<file path="src/hw/rtl/ihc_pkg.sv">
// shared types, constants and codes of the inner hair cell transmitter block
`timescale 1ns / 1ps

package ihc_pkg;

   localparam int SAMPLE_BITS = 16;
   localparam int MAG_W       = SAMPLE_BITS + 1;
   localparam int DATA_W      = 32;
   localparam int CSR_INDEX_W = 8;
   localparam int PROD_W      = 64;
   localparam int TERM_W      = 34;
   localparam int SCALED_W    = 26;
   localparam int NUM_W       = 34;
   localparam int REM_W       = 34;
   localparam int QUO_W       = 31;
   localparam int DIV_STEPS   = QUO_W;
   localparam int DIV_CNT_W   = $clog2(DIV_STEPS);
   localparam int POOL_SUM_W  = 37;
   localparam int LEVEL_FULL_W = 39;
   localparam int FRAC_BITS   = 30;
   localparam int LEVEL_SHIFT = 6;

   // 446.68359215096 in Q16.16, rounded
   localparam logic [DATA_W-1:0] GAIN_Q16   = 32'd29273856;
   localparam logic [6:0]        LEVEL_MUL  = 7'd100;

   localparam logic [DATA_W-1:0] OFFSET_RESET    = 32'd327680;
   localparam logic [DATA_W-1:0] HALF_RESET      = 32'd19660800;
   localparam logic [DATA_W-1:0] PGAIN_RESET     = 32'd48695802;
   localparam logic [DATA_W-1:0] REPLENISH_RESET = 32'd122956;
   localparam logic [DATA_W-1:0] LOSS_RESET      = 32'd60869671;
   localparam logic [DATA_W-1:0] REUPTAKE_RESET  = 32'd160209045;
   localparam logic [DATA_W-1:0] REPROCESS_RESET = 32'd1614510;
   localparam logic [DATA_W-1:0] CAPACITY_RESET  = 32'd1073741824;

   typedef enum logic [CSR_INDEX_W-1:0] {
      REG_OFFSET    = 8'd0,
      REG_HALF      = 8'd1,
      REG_PGAIN     = 8'd2,
      REG_REPLENISH = 8'd3,
      REG_LOSS      = 8'd4,
      REG_REUPTAKE  = 8'd5,
      REG_REPROCESS = 8'd6,
      REG_CAPACITY  = 8'd7
   } csr_index_type;

   typedef enum logic [2:0] {
      MUL_NONE,
      MUL_SCALE,
      MUL_PERM,
      MUL_REP,
      MUL_EJECT,
      MUL_LOSS,
      MUL_REUP,
      MUL_REPR
   } mul_op_type;

   typedef enum logic [3:0] {
      S_IDLE,
      S_SCALE,
      S_NUM,
      S_DIV,
      S_PERM,
      S_KCAP,
      S_REP,
      S_EJECT,
      S_LOSS,
      S_REUP,
      S_REPR,
      S_RCAP,
      S_UPD,
      S_OUT
   } state_type;

   typedef struct packed {
      logic       in_ready;
      mul_op_type mul_op;
      mul_op_type cap_op;
      logic       num_load;
      logic       div_step;
      logic       pool_update;
      logic       out_load;
   } cmd_type;

   typedef struct packed {
      logic req_valid;
      logic pos;
      logic out_free;
   } status_type;

endpackage

</file>
<file path="src/hw/rtl/ihc_if.sv">
// valid/ready channel interfaces for sample, result and register write transfers
`timescale 1ns / 1ps

interface ihc_req_if;
   import ihc_pkg::*;
   logic                          valid;
   logic                          ready;
   logic signed [SAMPLE_BITS-1:0] sample;
   logic                          last_in_block;
   modport source (output valid, output sample, output last_in_block, input ready);
   modport sink (input valid, input sample, input last_in_block, output ready);
endinterface

interface ihc_rsp_if;
   import ihc_pkg::*;
   logic              valid;
   logic              ready;
   logic [DATA_W-1:0] cleft_level;
   logic              last_out;
   modport source (output valid, output cleft_level, output last_out, input ready);
   modport sink (input valid, input cleft_level, input last_out, output ready);
endinterface

interface ihc_csr_if;
   import ihc_pkg::*;
   logic                   valid;
   logic                   ready;
   logic [CSR_INDEX_W-1:0] index;
   logic [DATA_W-1:0]      data;
   modport source (output valid, output index, output data, input ready);
   modport sink (input valid, input index, input data, output ready);
endinterface

</file>
<file path="src/hw/rtl/ihc_datapath.sv">
// registers, shared multiplier, restoring divider and pool update of the block
`timescale 1ns / 1ps

module ihc_datapath (
   input  logic                clock,
   input  logic                reset,
   input  ihc_pkg::cmd_type    cmd,
   output ihc_pkg::status_type status,
   ihc_req_if.sink             req_chan,
   ihc_rsp_if.source           rsp_chan,
   ihc_csr_if.sink             csr_chan
);
   import ihc_pkg::*;

   // configuration
   logic [DATA_W-1:0] offset_ff, offset_in;
   logic [DATA_W-1:0] half_ff, half_in;
   logic [DATA_W-1:0] pgain_ff, pgain_in;
   logic [DATA_W-1:0] replenish_ff, replenish_in;
   logic [DATA_W-1:0] loss_ff, loss_in;
   logic [DATA_W-1:0] reuptake_ff, reuptake_in;
   logic [DATA_W-1:0] reprocess_ff, reprocess_in;
   logic [DATA_W-1:0] capacity_ff, capacity_in;

   // pools and permeability
   logic [DATA_W-1:0] free_ff, free_in;
   logic [DATA_W-1:0] cleft_ff, cleft_in;
   logic [DATA_W-1:0] wstore_ff, wstore_in;
   logic [DATA_W-1:0] perm_ff, perm_in;

   // per-sample working registers
   logic [SAMPLE_BITS-1:0] sample_ff, sample_in;
   logic                   last_ff, last_in;
   logic [PROD_W-1:0]      prod_ff, prod_in;
   logic [NUM_W-1:0]       den_ff, den_in;
   logic [REM_W-1:0]       rem_ff, rem_in;
   logic                   nbit_ff, nbit_in;
   logic [QUO_W-1:0]       quo_ff, quo_in;
   logic [TERM_W-1:0]      rep_ff, rep_in;
   logic [TERM_W-1:0]      eject_ff, eject_in;
   logic [TERM_W-1:0]      lossv_ff, lossv_in;
   logic [TERM_W-1:0]      reup_ff, reup_in;
   logic [TERM_W-1:0]      repr_ff, repr_in;

   // result register
   logic              rsp_valid_ff, rsp_valid_in;
   logic [DATA_W-1:0] level_ff, level_in;
   logic              last_out_ff, last_out_in;

   logic                   in_fire;
   logic                   neg;
   logic [MAG_W-1:0]       mag;
   logic [PROD_W-1:0]      rounded;
   logic [SCALED_W-1:0]    scaled;
   logic [NUM_W-1:0]       num;
   logic                   pos;
   logic [NUM_W-1:0]       den_calc;
   logic [REM_W:0]         shifted;
   logic                   fits;
   logic [REM_W:0]         diff;
   logic [DATA_W-1:0]      mul_a, mul_b;
   logic [TERM_W-1:0]      prod_term;
   logic signed [POOL_SUM_W-1:0] free_sum, cleft_sum, wstore_sum;
   logic [LEVEL_FULL_W-1:0] level_full;
   logic [DATA_W-1:0]      level_sat;

   function automatic logic [DATA_W-1:0] sat_pool(input logic signed [POOL_SUM_W-1:0] v);
      logic [DATA_W-1:0] r;
      if (v[POOL_SUM_W-1]) begin
         r = '0;
      end else if (|v[POOL_SUM_W-2:DATA_W]) begin
         r = '1;
      end else begin
         r = v[DATA_W-1:0];
      end
      return r;
   endfunction

   assign in_fire = cmd.in_ready && req_chan.valid;

   assign req_chan.ready = cmd.in_ready;
   assign csr_chan.ready = 1'b1;

   assign rsp_chan.valid       = rsp_valid_ff;
   assign rsp_chan.cleft_level = level_ff;
   assign rsp_chan.last_out    = last_out_ff;

   // magnitude and rounded scale of the sample
   assign neg = sample_ff[SAMPLE_BITS-1];
   assign mag = neg ? ((MAG_W'(1) << SAMPLE_BITS) - MAG_W'(sample_ff)) : MAG_W'(sample_ff);
   assign rounded = prod_ff + (PROD_W'(1) << (SAMPLE_BITS - 2));
   assign scaled  = SCALED_W'(rounded >> (SAMPLE_BITS - 1));

   assign num = neg ? (NUM_W'(offset_ff) - NUM_W'(scaled))
                    : (NUM_W'(offset_ff) + NUM_W'(scaled));
   assign pos = !num[NUM_W-1] && (num != '0);
   assign den_calc = NUM_W'(num[NUM_W-2:0]) + NUM_W'(half_ff);

   // one quotient bit per step
   assign shifted = {rem_ff, nbit_ff};
   assign fits    = shifted >= {1'b0, den_ff};
   assign diff    = shifted - {1'b0, den_ff};

   always_comb begin
      unique case (cmd.mul_op)
         MUL_SCALE: begin
            mul_a = DATA_W'(mag);
            mul_b = GAIN_Q16;
         end
         MUL_PERM: begin
            mul_a = pgain_ff;
            mul_b = DATA_W'(quo_ff);
         end
         MUL_REP: begin
            mul_a = replenish_ff;
            mul_b = (capacity_ff >= free_ff) ? (capacity_ff - free_ff) : '0;
         end
         MUL_EJECT: begin
            mul_a = perm_ff;
            mul_b = free_ff;
         end
         MUL_LOSS: begin
            mul_a = loss_ff;
            mul_b = cleft_ff;
         end
         MUL_REUP: begin
            mul_a = reuptake_ff;
            mul_b = cleft_ff;
         end
         MUL_REPR: begin
            mul_a = reprocess_ff;
            mul_b = wstore_ff;
         end
         default: begin
            mul_a = '0;
            mul_b = '0;
         end
      endcase
   end

   assign prod_term = prod_ff[FRAC_BITS+TERM_W-1:FRAC_BITS];

   assign free_sum = $signed(POOL_SUM_W'(free_ff)) + $signed(POOL_SUM_W'(rep_ff))
                   - $signed(POOL_SUM_W'(eject_ff)) + $signed(POOL_SUM_W'(repr_ff));
   assign cleft_sum = $signed(POOL_SUM_W'(cleft_ff)) + $signed(POOL_SUM_W'(eject_ff))
                    - $signed(POOL_SUM_W'(lossv_ff)) - $signed(POOL_SUM_W'(reup_ff));
   assign wstore_sum = $signed(POOL_SUM_W'(wstore_ff)) + $signed(POOL_SUM_W'(reup_ff))
                     - $signed(POOL_SUM_W'(repr_ff));

   assign level_full = LEVEL_FULL_W'(cleft_ff) * LEVEL_FULL_W'(LEVEL_MUL);
   assign level_sat  = level_full[LEVEL_FULL_W-1] ? '1
                                                  : level_full[LEVEL_FULL_W-2:LEVEL_SHIFT];

   assign status.req_valid = req_chan.valid;
   assign status.pos       = pos;
   assign status.out_free  = !rsp_valid_ff || rsp_chan.ready;

   always_comb begin
      offset_in    = offset_ff;
      half_in      = half_ff;
      pgain_in     = pgain_ff;
      replenish_in = replenish_ff;
      loss_in      = loss_ff;
      reuptake_in  = reuptake_ff;
      reprocess_in = reprocess_ff;
      capacity_in  = capacity_ff;
      if (csr_chan.valid) begin
         unique case (csr_index_type'(csr_chan.index))
            REG_OFFSET:    offset_in    = csr_chan.data;
            REG_HALF:      half_in      = csr_chan.data;
            REG_PGAIN:     pgain_in     = csr_chan.data;
            REG_REPLENISH: replenish_in = csr_chan.data;
            REG_LOSS:      loss_in      = csr_chan.data;
            REG_REUPTAKE:  reuptake_in  = csr_chan.data;
            REG_REPROCESS: reprocess_in = csr_chan.data;
            REG_CAPACITY:  capacity_in  = csr_chan.data;
            default:       offset_in    = offset_ff;
         endcase
      end
   end

   always_comb begin
      free_in   = free_ff;
      cleft_in  = cleft_ff;
      wstore_in = wstore_ff;
      perm_in   = perm_ff;
      if (cmd.num_load && !pos) begin
         perm_in = '0;
      end else if (cmd.cap_op == MUL_PERM) begin
         perm_in = prod_ff[FRAC_BITS+DATA_W-1:FRAC_BITS];
      end
      if (cmd.pool_update) begin
         free_in   = sat_pool(free_sum);
         cleft_in  = sat_pool(cleft_sum);
         wstore_in = sat_pool(wstore_sum);
      end
   end

   always_comb begin
      sample_in = sample_ff;
      last_in   = last_ff;
      prod_in   = prod_ff;
      den_in    = den_ff;
      rem_in    = rem_ff;
      nbit_in   = nbit_ff;
      quo_in    = quo_ff;
      rep_in    = rep_ff;
      eject_in  = eject_ff;
      lossv_in  = lossv_ff;
      reup_in   = reup_ff;
      repr_in   = repr_ff;
      if (in_fire) begin
         sample_in = req_chan.sample;
         last_in   = req_chan.last_in_block;
      end
      if (cmd.mul_op != MUL_NONE) begin
         prod_in = PROD_W'(mul_a) * PROD_W'(mul_b);
      end
      if (cmd.num_load) begin
         // first step shifts in the low bit of the numerator
         den_in  = den_calc;
         rem_in  = REM_W'(num[NUM_W-2:1]);
         nbit_in = num[0];
         quo_in  = '0;
      end
      if (cmd.div_step) begin
         rem_in  = fits ? diff[REM_W-1:0] : shifted[REM_W-1:0];
         nbit_in = 1'b0;
         quo_in  = {quo_ff[QUO_W-2:0], fits};
      end
      unique case (cmd.cap_op)
         MUL_REP:   rep_in   = prod_term;
         MUL_EJECT: eject_in = prod_term;
         MUL_LOSS:  lossv_in = prod_term;
         MUL_REUP:  reup_in  = prod_term;
         MUL_REPR:  repr_in  = prod_term;
         default:   rep_in   = rep_ff;
      endcase
   end

   always_comb begin
      rsp_valid_in = rsp_valid_ff;
      level_in     = level_ff;
      last_out_in  = last_out_ff;
      if (cmd.out_load) begin
         rsp_valid_in = 1'b1;
         level_in     = level_sat;
         last_out_in  = last_ff;
      end else if (rsp_chan.ready) begin
         rsp_valid_in = 1'b0;
      end
   end

   always_ff @(posedge clock) begin
      if (reset) begin
         offset_ff    <= OFFSET_RESET;
         half_ff      <= HALF_RESET;
         pgain_ff     <= PGAIN_RESET;
         replenish_ff <= REPLENISH_RESET;
         loss_ff      <= LOSS_RESET;
         reuptake_ff  <= REUPTAKE_RESET;
         reprocess_ff <= REPROCESS_RESET;
         capacity_ff  <= CAPACITY_RESET;
         free_ff      <= CAPACITY_RESET;
         cleft_ff     <= '0;
         wstore_ff    <= '0;
         perm_ff      <= '0;
         rsp_valid_ff <= 1'b0;
      end else begin
         offset_ff    <= offset_in;
         half_ff      <= half_in;
         pgain_ff     <= pgain_in;
         replenish_ff <= replenish_in;
         loss_ff      <= loss_in;
         reuptake_ff  <= reuptake_in;
         reprocess_ff <= reprocess_in;
         capacity_ff  <= capacity_in;
         free_ff      <= free_in;
         cleft_ff     <= cleft_in;
         wstore_ff    <= wstore_in;
         perm_ff      <= perm_in;
         rsp_valid_ff <= rsp_valid_in;
      end
   end

   always_ff @(posedge clock) begin
      sample_ff   <= sample_in;
      last_ff     <= last_in;
      prod_ff     <= prod_in;
      den_ff      <= den_in;
      rem_ff      <= rem_in;
      nbit_ff     <= nbit_in;
      quo_ff      <= quo_in;
      rep_ff      <= rep_in;
      eject_ff    <= eject_in;
      lossv_ff    <= lossv_in;
      reup_ff     <= reup_in;
      repr_ff     <= repr_in;
      level_ff    <= level_in;
      last_out_ff <= last_out_in;
   end

endmodule

</file>
<file path="src/flat_wrapper.sv">
// flat-port wrapper written by rule: the top's interface ports become plain ports
module ihc_datapath_flat import ihc_pkg::*;
  (clock, reset, cmd, status, req_chan_valid, req_chan_sample, req_chan_last_in_block, req_chan_ready, rsp_chan_valid, rsp_chan_cleft_level, rsp_chan_last_out, rsp_chan_ready, csr_chan_valid, csr_chan_index, csr_chan_data, csr_chan_ready);
  ihc_req_if req_chan_i ();
  ihc_rsp_if rsp_chan_i ();
  ihc_csr_if csr_chan_i ();
  input  logic clock;
  input  logic reset;
  input  ihc_pkg::cmd_type cmd;
  output ihc_pkg::status_type status;
  input wire logic [$bits(req_chan_i.valid)-1:0] req_chan_valid;
  input wire logic [$bits(req_chan_i.sample)-1:0] req_chan_sample;
  input wire logic [$bits(req_chan_i.last_in_block)-1:0] req_chan_last_in_block;
  output wire logic [$bits(req_chan_i.ready)-1:0] req_chan_ready;
  output wire logic [$bits(rsp_chan_i.valid)-1:0] rsp_chan_valid;
  output wire logic [$bits(rsp_chan_i.cleft_level)-1:0] rsp_chan_cleft_level;
  output wire logic [$bits(rsp_chan_i.last_out)-1:0] rsp_chan_last_out;
  input wire logic [$bits(rsp_chan_i.ready)-1:0] rsp_chan_ready;
  input wire logic [$bits(csr_chan_i.valid)-1:0] csr_chan_valid;
  input wire logic [$bits(csr_chan_i.index)-1:0] csr_chan_index;
  input wire logic [$bits(csr_chan_i.data)-1:0] csr_chan_data;
  output wire logic [$bits(csr_chan_i.ready)-1:0] csr_chan_ready;
  assign req_chan_i.valid = req_chan_valid;
  assign req_chan_i.sample = req_chan_sample;
  assign req_chan_i.last_in_block = req_chan_last_in_block;
  assign req_chan_ready = req_chan_i.ready;
  assign rsp_chan_valid = rsp_chan_i.valid;
  assign rsp_chan_cleft_level = rsp_chan_i.cleft_level;
  assign rsp_chan_last_out = rsp_chan_i.last_out;
  assign rsp_chan_i.ready = rsp_chan_ready;
  assign csr_chan_i.valid = csr_chan_valid;
  assign csr_chan_i.index = csr_chan_index;
  assign csr_chan_i.data = csr_chan_data;
  assign csr_chan_ready = csr_chan_i.ready;
  ihc_datapath u_core (.clock(clock), .reset(reset), .cmd(cmd), .status(status), .req_chan(req_chan_i), .rsp_chan(rsp_chan_i), .csr_chan(csr_chan_i));
endmodule
</file>
<file path="config.mk">
export PLATFORM = sky130hd
export DESIGN_NAME = ihc_datapath_flat
export DESIGN_NICKNAME = d
export VERILOG_FILES = /design/src/hw/rtl/ihc_pkg.sv /design/src/hw/rtl/ihc_if.sv /design/src/hw/rtl/ihc_datapath.sv /design/src/flat_wrapper.sv
export SDC_FILE = /design/constraint.sdc
export NUM_CORES = 2
export LEC_CHECK = 0
export ABC_AREA = 1
export BUFFER_PORTS_ARGS = -buffer_cell sky130_fd_sc_hd__buf_2
export CAP_MARGIN = 30
export CORE_ASPECT_RATIO = 1.5
export CORE_MARGIN = 2
export CORE_UTILIZATION = 55
export DETAILED_ROUTE_END_ITERATION = 12
export GPL_TIMING_DRIVEN = 0
export PLACE_DENSITY = 0.74
export SLEW_MARGIN = 20
export SYNTH_ARGS = -nofsm -noshare
export SYNTH_HDL_FRONTEND = slang
export SYNTH_SLANG_ARGS = --single-unit
export TNS_END_PERCENT = 10
</file>
<file path="constraint.sdc">
create_clock -name clock -period 9.1 [get_ports clock]
set_input_delay 1.82 -clock clock [delete_from_list [all_inputs] [get_ports clock]]
set_output_delay 1.82 -clock clock [all_outputs]
set_load 0.005 [all_outputs]
</file>
[After elaboration in Yosys (flattened, before gate mapping)]
Cells that the tools add are included.
Storage, ports and cells
  bits in latches: 0
  register bits after elaboration: 769
  memories kept: 0
  memory bits (read-only): 0
  input port bits: 73
  word-level logic and storage cells: 109
  RAM bits: 0
  output and inout bits: 39
Operators by class
  reduce and logical (&&, ||, !) cells: 25
  $add $sub $neg: 15
  div/mod/pow operators: 0
  multiplexer cells: 18
  shift-type cells: 0
  bitwise logic cells: 0
  $lt $le $gt $ge: 2
  equality and inequality tests: 20
  multiply operators: 2
Operators by type and width (number)
  $mux 32: 7
  $pmux 32 s7: 1
  $pmux 32 s6: 1
  $sub 37x35->37: 4
  $mux 34: 4
  $add 32x34->35: 3
  $mul 32x32->64: 1
  $mux 31: 2
  $add 41x15->41 const B: 1
  $add 37x35->37: 1
  $mul 32x5->37 const B: 1
  $ge 35x34->1: 1
  $add 33x32->34: 1
  $reduce_bool 34->1: 1
  $sub 34x34->34: 1
  $add 32x26->33: 1
  $sub 32x26->33: 1
  $eq 8x3->1 const B: 4
  $ge 32x32->1: 1
  $sub 32x32->32: 1
  $eq 3x3->1 const B: 8
  $mux 17: 1
  $sub 17x16->17 const A: 1
  $eq 8x2->1 const B: 2
  other kinds (13): 32

[Logic depth before layout (Yosys ltp)]
  depth after elaboration: 8
  depth in mapped cells: 50
  depth with buffers taken out: 49

[Least setup slack after synthesis]
Ideal clock, no wire load.
  kind: input -> register
  start: input port cmd[9] (netlist bit)
  end: register u_core.prod_ff[63], data pin
  setup slack: -0.324 ns
  arrival time: 9.172 ns
  required time: 8.848 ns
  path buffers: 4
  stages on the path: 33
  setup time: 0.252 ns
  cell sequence: buf_2 > inv_1 > nand3_1 > inv_2 > buf_4 > buf_2 > a2111oi_0 > nand2_1 > inv_2 > buf_2 > nor2_1 > fa_1 > fa_1 > inv_1 > fa_1 > inv_1 > fa_1 > inv_1 > fa_1 > fa_1 > fa_1 > fa_1 > inv_1 > ha_1 > a21oi_1 > o21a_1 > o21ai_0 > a21oi_1 > nor2_1 > a2111oi_0 > nand2_1 > nand2_1 > nand2_1
On the way
  longest elaborated chain between the ends: 4
  elaborated cells between the ends (all ways): 11
  classes of those cells: 1 x mul; 7 x eq/ne; 2 x mux; 1 x reduce/logical
RTL lines
  from (decl): RTL line flat_wrapper.sv:9  | input ihc_pkg::cmd_type cmd;
  $eq 3x3->1: RTL line ihc_datapath.sv:105  | unique case (cmd.mul_op)
  $reduce_or 2->1 (no source line)
  $pmux 32 s6: RTL line ihc_datapath.sv:105
  $mul 32x32->64 (*): RTL line ihc_datapath.sv:217  | prod_in = PROD_W'(mul_a) * PROD_W'(mul_b);
  to (signal assigned): RTL line ihc_datapath.sv:289  | prod_ff <= prod_in;
  to (decl): RTL line ihc_datapath.sv:34  | logic [PROD_W-1:0] prod_ff, prod_in;
Every way passes the cells marked *; elsewhere a longest branch is shown, timed or not.
A chain may end at the register's enable or synchronous reset.

[Final worst setup path]
  start: input port cmd[9] (netlist bit)
  end: register u_core.prod_ff[62], data pin
Same word-level chain as after synthesis.

==> metrics.md <==
| Metric | Value |
|---|---|
| Status | `finished with violations` |
| Failing checks | `capacitance limit, slew limit, setup timing` |
| Count leader, synth | `inv_1` |
| Die height | `491 microns` |
| Filler instances | `13600` |
| Switching Share | `54.5%` |
| Fraction of registers with async set/reset | `0%` |
| Worst Hold Class | `reg2reg` |
| DP HPWL | `349000 microns` |
| Layout Nets | `13400` |
| WL final | `454000 microns` |
| Io pins | `112` |
| Worst ir drop on vdd | `0.562 mV` |
| P_leak | `47.8 nW` |
| RSZ-0062 raised after global routing | `true` |
| Root buffer selected by CTS | `clkbuf_16` |
| Largest cells by area after synthesis | `fa_1, edfxtp_1, ha_1, inv_1, dfxtp_1` |
| Gr usage total | `57.2%` |
| Fin. max-slew vios | `2` |
| EDFF count, synth | `369` |
| Cell Rows | `178` |
| Achievable Freq | `101 MHz` |
| Synth top area share | `23.0%` |
| Setup violators final | `47` |
| Power per cell area | `282 nW/um^2` |
| TritonRoute pass-1 iters | `9` |
| Max_slew headroom | `-30.4%` |
| Area growth from synthesis to layout | `15.7%` |
| Net Sw Power | `15.5 mW` |
| CP delay by family, top | `adder cells` |
| Vias per Instance | `6.41` |
| Layer carrying the most global-route usage | `met2` |
| Top post-synthesis cells by count | `inv_1, nand2_1, nor2_1` |
| Max Cap Viol | `1` |
| Buf+Inv Stages, Crit Path | `9` |
| Met2 Resource Use GR | `84.2%` |
| Gate Count Post-Synth | `11100` |
| Cts bufs inserted | `81` |
| Max FO, Critical Path | `10` |
| CP Data Arrival Time | `10.39 ns` |
| ANT nets after route | `0` |
| CP max-delay cell | `clkbuf_2` |
| Final min period | `9.87 ns` |
| Synth cell types | `74` |
| Largest net degree at the start of global routing | `51` |
| First-pass GRT wire length | `643000 microns` |
| Combinational power share | `69.4%` |
| Core ar. | `157000 sq um` |
| Starting Density | `55.4%` |
| Synth Flop Type | `dfxtp_1` |
| Reg area | `18800 sq um` |
| Starting DRT DRC Count | `11700` |
| Vias in the first global route | `88900` |
| Die area | `161000 sq um` |
| Pre-CTS WS | `-3.56 ns` |
| Met3 GRT Util | `31.1%` |
| Critical Path RT | `9.62 ns` |
| Routability cong. | `1.16` |
| Die width | `329 microns` |
| Fin Hold WS | `0.446 ns` |
| Crit-path max cell delay | `0.75 ns` |
| Initial antenna violation count | `77` |
| Setup ws final | `-0.768 ns` |
| H-tree depth | `3` |
| CTS clock-pin slew for the worst setup and hold paths | `0.07 ns` |
| Hold-fix buffers at CTS | `0` |
| Port buffer count | `103` |
| CP Class | `in2reg` |
| Sequential-to-total area share from yosys stat | `21.6%` |
| Post-Syn Area | `86900 sq um` |
| TritonCTS clock tree | `built` |
| Final Skew | `0.0931 ns` |
| Area of the multi-input gates | `60900 sq um` |
| DR vias | `88400` |
| CP endpoint kind | `flop` |
| M1 GR Usage | `53.0%` |
| Fin crit share | `108%` |
| Seq pwr share | `17.8%` |
| Grt ovf | `0` |
| Layout cells sized above 1 | `11.7%` |
| Yosys warnings | `0` |
| Internal power | `12.9 mW` |
| Setup crit start kind | `primary input` |
| Clock group share of total power | `12.8%` |
| Syn nets | `12900` |
| Hold Vio Cnt, Final | `0` |
| Syn_area_per_cell | `7.85 sq um` |
| Clock buffer depth | `3` |
| Routed WL per cell | `32.9 microns` |
| Worst slew pin tran | `1.94 ns` |
| Skew-Pair Late Insertion Delay | `0.82 ns` |
| Area leader, netlist | `fa_1` |
| Remaining DRCs | `0` |
| CTS Sinks | `755` |
| #FFs+latches synth | `755` |
repair_timing:
action / in CTS / in global routing
setup buffers: 205 / 30
cloned: 4 / 0
setup endpoints to repair: 51 / 81
pin swaps: 158 / 59
resized for setup: 930 / 136
path summary, 6_finish.rpt:
check                                     startpoint                       end  slack (ns)  cells after the start
worst max-delay path                          cmd[9]        u_core.prod_ff[62]       -0.77                     33
worst min-delay path                  u_core.last_ff  u_core.rsp_chan.last_out        0.45                      0
worst max register to register  u_core.sample_ff[15]        u_core.prod_ff[62]       -0.63                     33
worst min register to register        u_core.last_ff  u_core.rsp_chan.last_out        0.45                      0
sequential cells by signal (all words and copies together), names as in the netlist, 34 cells and up:
signal,flops
u_core.repr_ff,34
u_core.lossv_ff,34
u_core.prod_ff,50
u_core.den_ff,34
u_core.eject_ff,34
u_core.rep_ff,34
u_core.reup_ff,34
u_core.rem_ff,34
worst reg2reg max path, delay by kind of cell, from the launching register on:
family	cells	cell delay [ns]
adder cells (fa/ha/maj)	9	4.55
AND/OR/NAND/NOR	15	2.03
buffers and inverters	9	2.52
flip-flops	1	0.36
kinds of logic after synthesis:
kind of cell / count (synthesis) / share of synthesized area [%]
AO/OA/AOI/OAI: 2002 / 13.0
XOR/XNOR: 368 / 3.71
adder cells (fa/ha/maj): 1713 / 33.3
buffers and inverters: 2503 / 11.1
flip-flops: 755 / 21.6
multiplexers: 1 / 0.0115
other: 1 / 0.00431
AND/OR/NAND/NOR: 3730 / 17.3
routing by layer:
| layer | up-vias | part of all wire, % |
|---|---|---|
| li1 | 36300 | - |
| met1 | 41800 | 28 |
| met2 | 7142 | 42 |
| met3 | 3202 | 14 |
| met4 | 50 | 15 |
| met5 | - | 0.24 |
layout make-up:
| class | instances | share of cell area (%) |
|---|---|---|
| repair buffers | 435 | 3.96 |
| inverters | 2122 | 8.14 |
| clock buffers | 108 | 2.25 |
| multi-input cells | 7815 | 60.5 |
| flip-flops and latches | 755 | 18.7 |
| plain buffers | 375 | 3.17 |
| diodes | 67 | 0.167 |
| well taps | 2070 | 2.57 |
| clock inverters | 44 | 0.524 |
power groups by stage:
stage	Sequential, mW	Combinational (mW)	Clock [mW]
after global routing	5.02	20.6	3.72
final	5.06	19.7	3.64
after global placement	5.10	15.4	0
after CTS	5.03	17.7	3.57
after floorplan	4.61	9.71	0
after detailed placement	5.09	15.6	0
metrics by stage:
| step | instances | setup TNS (ns) | util [%] | power (mW) | cell area (sq um) |
|---|---|---|---|---|---|
| floorplan | 11100 | 0 | - | 14.3 | 87200 |
| global placement | 13200 | -268.19 | 57.5 | 20.5 | 90300 |
| detailed placement | 13300 | -147.87 | 58.1 | 20.7 | 91200 |
| CTS | 13700 | -3.29 | 63.2 | 26.3 | 99300 |
| global route | 13700 | -33.17 | 64.0 | 29.3 | 100000 |
| finish | 13800 | -25.60 | 64.1 | 28.4 | 101000 |
placed cells by master, fill, tap and decap left out, types with 25 or more instances in the layout:
cell type	Yosys	layout
buf_8	0	39
o21a_1	46	44
nor2_2	16	52
xor2_1	231	214
nor2_1	1229	1174
a21oi_1	885	833
dfxtp_1	386	382
edfxtp_1	369	369
buf_12	0	51
diode_2	0	67
buf_6	7	63
a22oi_1	40	34
ha_1	714	682
buf_4	15	253
nand2_2	5	48
buf_2	108	153
o211ai_1	89	89
nand2_4	1	25
clkbuf_2	5	26
inv_1	2086	2013
clkbuf_1	229	145
o21bai_1	35	34
clkbuf_8	0	38
nand4_1	52	52
fa_2	0	43
a21o_1	37	36
inv_2	23	56
nor3_1	76	61
o21ai_0	604	567
xnor2_1	137	133
a21oi_2	4	48
o21ai_1	38	60
nand3_1	268	258
a31oi_1	67	63
ha_4	0	27
nand2_1	1968	1897
fa_1	999	956
clkbuf_16	0	113
Power figures use the tool's default switching activity.
